File: src/tmtw_pkg.sv
// Shared constants, types and state codes for the text-mode terminal writer.
package tmtw_pkg;

    localparam int COLUMNS = 80;
    localparam int ROWS    = 25;
    localparam int CELLS   = COLUMNS * ROWS;

    localparam int ADDR_W  = $clog2(CELLS);
    localparam int CELL_W  = 16;
    localparam int ROW_W   = 5;
    localparam int COL_W   = 7;
    localparam int IDX_W   = 11;
    localparam int CNT_W   = 3;

    localparam logic [ADDR_W-1:0] COLS_A   = ADDR_W'(COLUMNS);
    localparam logic [ADDR_W-1:0] CELLS_M1 = ADDR_W'(CELLS - 1);
    localparam logic [ADDR_W-1:0] LAST_ROW_A = ADDR_W'(CELLS - COLUMNS);
    localparam logic [ADDR_W-1:0] COPY_END_A = ADDR_W'(CELLS - COLUMNS - 1);
    localparam logic [ROW_W-1:0]  ROW_LAST = ROW_W'(ROWS - 1);
    localparam logic [COL_W-1:0]  COL_LAST = COL_W'(COLUMNS - 1);

    localparam logic [7:0] CH_NEWLINE  = 8'd10;
    localparam logic [7:0] CH_TAB      = 8'd9;
    localparam logic [7:0] CH_BLANK    = 8'h20;
    localparam logic [7:0] RESET_COLOR = 8'h0D;
    localparam logic [CNT_W-1:0] TAB_WIDTH = CNT_W'(4);

    typedef enum logic [2:0] {
        ST_CLEAR,
        ST_IDLE,
        ST_RDATA,
        ST_PUT,
        ST_COPY,
        ST_DRAIN,
        ST_FILL
    } state_t;

    typedef struct packed {
        logic              we;
        logic [ADDR_W-1:0] waddr;
        logic [CELL_W-1:0] wdata;
        logic              re;
        logic [ADDR_W-1:0] raddr;
    } ram_req_t;

    typedef struct packed {
        logic              done;
        logic [ROW_W-1:0]  cursor_row;
        logic [COL_W-1:0]  cursor_col;
        logic [CELL_W-1:0] read_cell;
        logic              scrolled;
    } res_t;

endpackage

File: src/tmtw_ctrl.sv
// Command sequencer: cursor, put/newline/tab handling, scroll copy and clear sweeps.
module tmtw_ctrl
    import tmtw_pkg::*;
(
    input  logic              clk,
    input  logic              rst_n,
    input  logic              start,
    input  logic              cmd,
    input  logic [7:0]        char_code,
    input  logic [IDX_W-1:0]  read_index,
    input  logic [7:0]        color,
    input  logic [CELL_W-1:0] rdata,
    output ram_req_t          req,
    output res_t              res,
    output logic              busy
);

    state_t              state_reg, state_next;
    logic [ADDR_W-1:0]   scan_reg, scan_next;
    logic                pend_reg, pend_next;
    logic [ADDR_W-1:0]   pend_addr_reg, pend_addr_next;
    logic [ROW_W-1:0]    row_reg, row_next;
    logic [COL_W-1:0]    col_reg, col_next;
    logic [ADDR_W-1:0]   addr_reg, addr_next;
    logic [CNT_W-1:0]    cnt_reg, cnt_next;
    logic [7:0]          ch_reg, ch_next;
    logic                rin_reg, rin_next;
    logic [CELL_W-1:0]   read_cell_reg, read_cell_next;
    logic                scrolled_reg, scrolled_next;
    logic                done_reg, done_next;

    always_ff @(posedge clk or negedge rst_n)
    begin
        if (!rst_n)
        begin
            state_reg    <= ST_CLEAR;
            scan_reg     <= '0;
            pend_reg     <= 1'b0;
            row_reg      <= '0;
            col_reg      <= '0;
            addr_reg     <= '0;
            cnt_reg      <= '0;
            scrolled_reg <= 1'b0;
            done_reg     <= 1'b0;
        end
        else
        begin
            state_reg    <= state_next;
            scan_reg     <= scan_next;
            pend_reg     <= pend_next;
            row_reg      <= row_next;
            col_reg      <= col_next;
            addr_reg     <= addr_next;
            cnt_reg      <= cnt_next;
            scrolled_reg <= scrolled_next;
            done_reg     <= done_next;
        end
    end

    always_ff @(posedge clk)
    begin
        pend_addr_reg <= pend_addr_next;
        ch_reg        <= ch_next;
        rin_reg       <= rin_next;
        read_cell_reg <= read_cell_next;
    end

    always_comb
    begin
        state_next     = state_reg;
        scan_next      = scan_reg;
        pend_next      = 1'b0;
        pend_addr_next = pend_addr_reg;
        row_next       = row_reg;
        col_next       = col_reg;
        addr_next      = addr_reg;
        cnt_next       = cnt_reg;
        ch_next        = ch_reg;
        rin_next       = rin_reg;
        read_cell_next = read_cell_reg;
        scrolled_next  = scrolled_reg;
        done_next      = 1'b0;

        // copy write lands in the cycle after its read
        req.we    = pend_reg;
        req.waddr = pend_addr_reg;
        req.wdata = rdata;
        req.re    = 1'b0;
        req.raddr = scan_reg + COLS_A;

        case (state_reg)
            ST_CLEAR:
            begin
                req.we    = 1'b1;
                req.waddr = scan_reg;
                req.wdata = {RESET_COLOR, CH_BLANK};
                if (scan_reg == CELLS_M1)
                begin
                    scan_next  = '0;
                    state_next = ST_IDLE;
                end
                else
                begin
                    scan_next = scan_reg + 1'b1;
                end
            end

            ST_IDLE:
            begin
                if (start && !done_reg)
                begin
                    scrolled_next  = 1'b0;
                    read_cell_next = '0;
                    if (cmd)
                    begin
                        req.re     = 1'b1;
                        req.raddr  = ADDR_W'(read_index);
                        rin_next   = (32'(read_index) < CELLS);
                        state_next = ST_RDATA;
                    end
                    else if (char_code == CH_NEWLINE)
                    begin
                        col_next = '0;
                        cnt_next = '0;
                        if (row_reg == ROW_LAST)
                        begin
                            scrolled_next = 1'b1;
                            scan_next     = '0;
                            state_next    = ST_COPY;
                        end
                        else
                        begin
                            row_next  = row_reg + 1'b1;
                            addr_next = addr_reg - ADDR_W'(col_reg) + COLS_A;
                            done_next = 1'b1;
                        end
                    end
                    else if (char_code == CH_TAB)
                    begin
                        ch_next    = CH_BLANK;
                        cnt_next   = TAB_WIDTH;
                        state_next = ST_PUT;
                    end
                    else
                    begin
                        ch_next    = char_code;
                        cnt_next   = CNT_W'(1);
                        state_next = ST_PUT;
                    end
                end
            end

            ST_RDATA:
            begin
                read_cell_next = rin_reg ? rdata : '0;
                done_next      = 1'b1;
                state_next     = ST_IDLE;
            end

            ST_PUT:
            begin
                req.we    = 1'b1;
                req.waddr = addr_reg;
                req.wdata = {color, ch_reg};
                cnt_next  = cnt_reg - 1'b1;
                if (col_reg == COL_LAST)
                begin
                    col_next = '0;
                    if (row_reg == ROW_LAST)
                    begin
                        scrolled_next = 1'b1;
                        scan_next     = '0;
                        state_next    = ST_COPY;
                    end
                    else
                    begin
                        row_next  = row_reg + 1'b1;
                        addr_next = addr_reg + 1'b1;
                        if (cnt_reg == CNT_W'(1))
                        begin
                            done_next  = 1'b1;
                            state_next = ST_IDLE;
                        end
                    end
                end
                else
                begin
                    col_next  = col_reg + 1'b1;
                    addr_next = addr_reg + 1'b1;
                    if (cnt_reg == CNT_W'(1))
                    begin
                        done_next  = 1'b1;
                        state_next = ST_IDLE;
                    end
                end
            end

            ST_COPY:
            begin
                req.re         = 1'b1;
                pend_next      = 1'b1;
                pend_addr_next = scan_reg;
                if (scan_reg == COPY_END_A)
                begin
                    state_next = ST_DRAIN;
                end
                else
                begin
                    scan_next = scan_reg + 1'b1;
                end
            end

            ST_DRAIN:
            begin
                scan_next  = LAST_ROW_A;
                state_next = ST_FILL;
            end

            ST_FILL:
            begin
                req.we    = 1'b1;
                req.waddr = scan_reg;
                req.wdata = {color, CH_BLANK};
                if (scan_reg == CELLS_M1)
                begin
                    scan_next = '0;
                    row_next  = ROW_LAST;
                    addr_next = LAST_ROW_A;
                    if (cnt_reg != '0)
                    begin
                        state_next = ST_PUT;
                    end
                    else
                    begin
                        done_next  = 1'b1;
                        state_next = ST_IDLE;
                    end
                end
                else
                begin
                    scan_next = scan_reg + 1'b1;
                end
            end

            default:
            begin
                state_next = ST_IDLE;
            end
        endcase
    end

    assign busy           = (state_reg != ST_IDLE) || done_reg;
    assign res.done       = done_reg;
    assign res.cursor_row = row_reg;
    assign res.cursor_col = col_reg;
    assign res.read_cell  = read_cell_reg;
    assign res.scrolled   = scrolled_reg;

endmodule

File: config.mk
export PLATFORM = sky130hd
export DESIGN_NAME = tmtw_ctrl
export DESIGN_NICKNAME = d
export VERILOG_FILES = /design/src/tmtw_pkg.sv /design/src/tmtw_ctrl.sv
export SDC_FILE = /design/constraint.sdc
export NUM_CORES = 1
export LEC_CHECK = 0
export ABC_AREA = 1
export BUFFER_PORTS_ARGS = -buffer_cell sky130_fd_sc_hd__buf_2
export CAP_MARGIN = 40
export CORE_MARGIN = 10
export CORE_UTILIZATION = 60
export DETAILED_ROUTE_END_ITERATION = 7
export PLACE_DENSITY = 0.95
export SKIP_CTS_REPAIR_TIMING = 1
export SLEW_MARGIN = 40
export SYNTH_ARGS = -nofsm -noshare
export SYNTH_HDL_FRONTEND = slang
export SYNTH_SLANG_ARGS = --single-unit
export TNS_END_PERCENT = 5
File: constraint.sdc
create_clock -name clk -period 6.76 [get_ports clk]
set_clock_uncertainty 0.1 [all_clocks]
set_input_delay 1.014 -clock clk [delete_from_list [all_inputs] [get_ports clk]]
set_output_delay 1.014 -clock clk [all_outputs]
set_load 0.005 [all_outputs]
Word level (Yosys, flattened, before mapping)
Cells that the tools add are included.
{"block": "totals", "output_inout_bits": 71, "regBits": 79, "word_cells": 141}
{"block": "op_classes", "n_reduce_logical": 20, "order_cmp": 1, "bitwise_logic": 2, "n_addsub": 8, "mux": 71, "n_eq_ne": 26}
{"op": "11-bit two-way mux", "n": 15}
{"op": "28-bit case mux with 3 select lines", "n": 1}
{"op": "11-bit case mux with 5 select lines", "n": 1}
{"op": "3-bit two-way mux", "n": 14}
{"op": "11-bit case mux with 3 select lines", "n": 1}
{"op": "16-bit two-way mux", "n": 2}
{"op": "16-bit case mux with 2 select lines", "n": 1}
{"op": "5-bit two-way mux", "n": 6}
{"op": "7-bit two-way mux", "n": 4}
{"op": "12-bit two-way mux", "n": 2}
{"op": "11-bit by 1-bit adder with 11-bit output, second input constant", "n": 2}
{"op": "11-bit by 7-bit adder with 11-bit output, second input constant", "n": 2}
{"op": "11-bit == test, second input constant", "n": 2}
{"op": "2-bit inequality test, second input constant", "n": 10}
{"op": "3-bit case mux with 6 select lines", "n": 1}
{"op": "8-bit by 4-bit == test with 1-bit output, second input constant", "n": 2}
{"op": "1-bit two-way mux", "n": 16}
{"op": "5-bit case mux with 3 select lines", "n": 1}
{"op": "7-bit case mux with 2 select lines", "n": 1}
{"op": "4-bit AND reduction", "n": 3}
{"op": "6-bit AND reduction", "n": 2}
{"op": "11-bit less-than comparator, second input constant", "n": 1}
{"op": "11-bit by 7-bit subtractor with 11-bit output", "n": 1}
{"op": "3-bit == test, second input constant", "n": 3}
{"op": "27 further kinds", "n": 34}

Logic depth before layout (Yosys ltp)
{"block": "depth", "depth_word": 7, "ltp_mapped": 16}

Worst setup path after synthesis
No wires, ideal clock.
{"block": "synth_timing", "path_kind": "input port to output port", "start": "input start", "end": "output req[4] (netlist name)", "path_stages": 7, "t_arrival_ns": 1.754, "required_time_ns": 5.646, "slack_ns": 3.892, "cell_sequence": "nand2_1 inv_1 nand2_1 nor2_4 buf_2 nand2_1 o21ai_0"}
{"element": "from (decl)", "line": "tmtw_ctrl.sv:7", "text": "input logic start,"}
{"element": "to (decl)", "line": "tmtw_ctrl.sv:13", "text": "output ram_req_t req,"}

==> impl_metrics.yaml <==
global_routing:
  grt_pass1_vias: 4987
  track_usage_pct: 21.4
  grt_overflow: 0
  met1_usage_pct: 26.2
  antenna_found_initial: 0
  grt_pass1_wl_mm: 23.3
  grt_max_degree: 44
  grtUsageMet3_pct: 4.87
  grt_use_met2_pct: 36.2
  top_usage_layer: "met2"
timing:
  layout_min_cycle_time_ns: 3.72
  tns_ns: 0
  hold_viol: 0
  slew_headroom_pct: 53.6
  worst_hold_slack_ns: 0.418
  finalSetupViolCount: 0
  finalCritPeriodShare_pct: 55.0
  worst_slew_pin_slew_ns: 0.695
  clock.fmax_mhz: 269
  drv_slew: 0
  setup_ws_ns: 3.04
  grt_setup_unrepaired: "no"
worst_setup_path:
  critPathMaxFanout: 15
  crit_top_cell: "inv_1"
  end_kind: "primary output"
  crit_slowest_cell: "dfrtp_1"
  critPathKind: "reg2out"
  critPathBufInv: 3
  cp.arrival_ns: 2.61
  worstPathRequired_ns: 5.65
  slowest_delay_ns: 0.50
  crit_family: "simple AND/OR/NAND/NOR gates"
  cp_cell_sequence: "inv_1 -> nand3_2 -> nand2_2 -> nor2_4 -> inv_1 -> or2_2 -> buf_2"
  startpoint_type: "flop"
power:
  swShare_pct: 49.2
  p_per_area_nw_per_um2: 458
  p_int_w: 0.00144
  seqPwrFrac_pct: 28.4
  clkPwrFrac_pct: 12.0
  comb_power_share_pct: 59.6
  p_leak_nw: 3.14
  irDropWorstVdd_v: 0.000235
  p_sw_w: 0.00139
floorplan:
  core_area_um2: 8720
  num_rows: 34
  die_y_um: 115
  die_x_um: 115
  initial_core_util_pct: 61.6
  ios: 118
  die-area_um2: 13100
layout:
  nFillCells: 648
  finalNonFillerCells: 933
  area_growth_pct: 15.1
  largest_reg_flops: 16
  stdcell_area_um2: 6180
  antenna_cells: 0
  nNetsFinal: 896
  drive_above_1_share_pct: 21.2
run_status:
  outcome: "complete, no violations"
detailed_routing:
  firstDrtPassIters: 5
  wl_mm: 14.2
  first_iter_violations: 396
  wl_per_cell_um: 15.3
  ant_nets: 0
  vias_per_cell: 5.66
  routed-via-count: 5277
  drc: 0
placed_design:
  placed_area_um2: 5990
  place.gp.congestion: 0.913
  hpwlAfterDp_mm: 11.1
  dpl.cell_count: 917
  pre_cts_ws_ns: 3.41
  port_buffers: 117
clocking:
  path_clk_slew_ns: 0.09
  clock_path_buffers: 2
  numCtsBuffers: 9
  clock_sinks: 79
  clk_latency_ns: 0.37
  cts_tree: "yes"
  h-tree-depth: 3
  clockRootBuffer: "clkbuf_8"
synthesis:
  synthCells: 711
  synth_top_area_share_pct: 20.1
  ys_ff_latch: 79
  synth.area.top_cells: "edfxtp_1, dfrtp_1, nand2_1"
  synth.distinct_cells: 44
  yosysWarnings: 0
  ys_seq_area_share_pct: 40.2
  synth_edf_count: 36
  synth_nets: 787
  ys_async_sr_fraction_pct: 54.4
  synth_top_area_cell: "edfxtp_1"
  yosys_most_used_dff: "dfrtp_1"
  syn_area_um2: 5370
  avgSynthCellArea_um2: 7.55
hold_path:
  holdCritPathClass: "reg2reg"
job:
  cap_violations: 0
power by group through the flow:
stage | sequential, W | clock (W) | combinational (W)
final | 0.000802 | 0.000340 | 0.00169
after global placement | 0.000800 | 0 | 0.00161
after detailed placement | 0.000808 | 0 | 0.00166
after CTS | 0.000799 | 0.000342 | 0.00167
after floorplan | 0.000785 | 0 | 0.00117
after global routing | 0.000824 | 0.000363 | 0.00192
layout make-up:
class	instances	area, µm²	share of cell area (%)
repair buffers	118	593	9.59
well taps	108	135	2.19
clock inverters	7	65.1	1.05
inverters	112	420	6.80
flip-flops and latches	79	2160	34.9
multi-input cells	500	2690	43.5
clock buffers	9	124	2.00
cells by family (layout without fill, tap and decap cells):
group / after synthesis / after routing / share of synthesized area, %
AO/OA/AOI/OAI: 113 / 113 / 12.2
XOR/XNOR: 14 / 14 / 2.28
adder cells (fa/ha/maj): 29 / 29 / 6.90
buffers and inverters: 132 / 246 / 9.76
flip-flops: 79 / 79 / 40.2
AND/OR/NAND/NOR: 344 / 344 / 28.7
worst min-delay path, delay by kind of cell, from the launching register on:
kind            cells  cell delay [ns]
flops               1             0.36
compound gates      1             0.07
simple gates        1             0.05
per-layer routing:
layer  vias up  routed length (µm)  part of all wire (%)
met2       249                7060                    50
met4         0                 290                   2.0
li1       2550                   -                     -
met5         -                   0                     0
met1      2452                5790                    41
met3        26                1090                   7.6
final timing paths:
path,endpoint,slack [ns],startpoint,cells after the start
hold / removal,scrolled_reg,0.42,scrolled_reg,2
setup reg to reg,addr_reg[4],4.30,col_reg[3],10
setup / recovery,req[39],3.04,state_reg[0],7
min in group asynchronous,addr_reg[8],0.63,rst_n,2
max in group asynchronous,scan_reg[5],5.55,rst_n,2
hold reg to reg,scrolled_reg,0.42,scrolled_reg,2
Yosys cell counts (all sizes together) (2+ instances only):
| cell | instances |
|---|---|
| or2 | 5 |
| a22oi | 2 |
| o22ai | 3 |
| nor2 | 70 |
| nand3 | 50 |
| o221ai | 9 |
| a21oi | 20 |
| nand2 | 191 |
| xor2 | 13 |
| edfxtp | 36 |
| clkbuf | 10 |
| dfrtp | 43 |
| nand3b | 5 |
| nor3 | 8 |
| o21ai | 72 |
| inv | 112 |
| buf | 10 |
| nand4 | 12 |
| ha | 28 |
stage by stage:
step / utilization (%) / total power [W]
global placement: 68.7 / 0.00241
finish: 70.9 / 0.00283
global route: 70.9 / 0.00310
floorplan: - / 0.00196
detailed placement: 68.7 / 0.00247
CTS: 70.9 / 0.00282
placed cells by master, fill, tap and decap left out, drive strengths merged, types with 2 or more instances in the layout:
cell    Yosys  routed
nand2     191     191
inv       112     116
nand4      12      12
nand3      50      50
or2         5       5
nand3b      5       5
ha         28      28
xor2       13      13
a21oi      20      20
buf        10     118
nor2       70      70
nor3        8       8
o221ai      9       9
dfrtp      43      43
edfxtp     36      36
o22ai       3       3
clkbuf     10       9
clkinv      0       3
o21ai      72      72
a22oi       2       2
(Power assumes the default switching activity.)
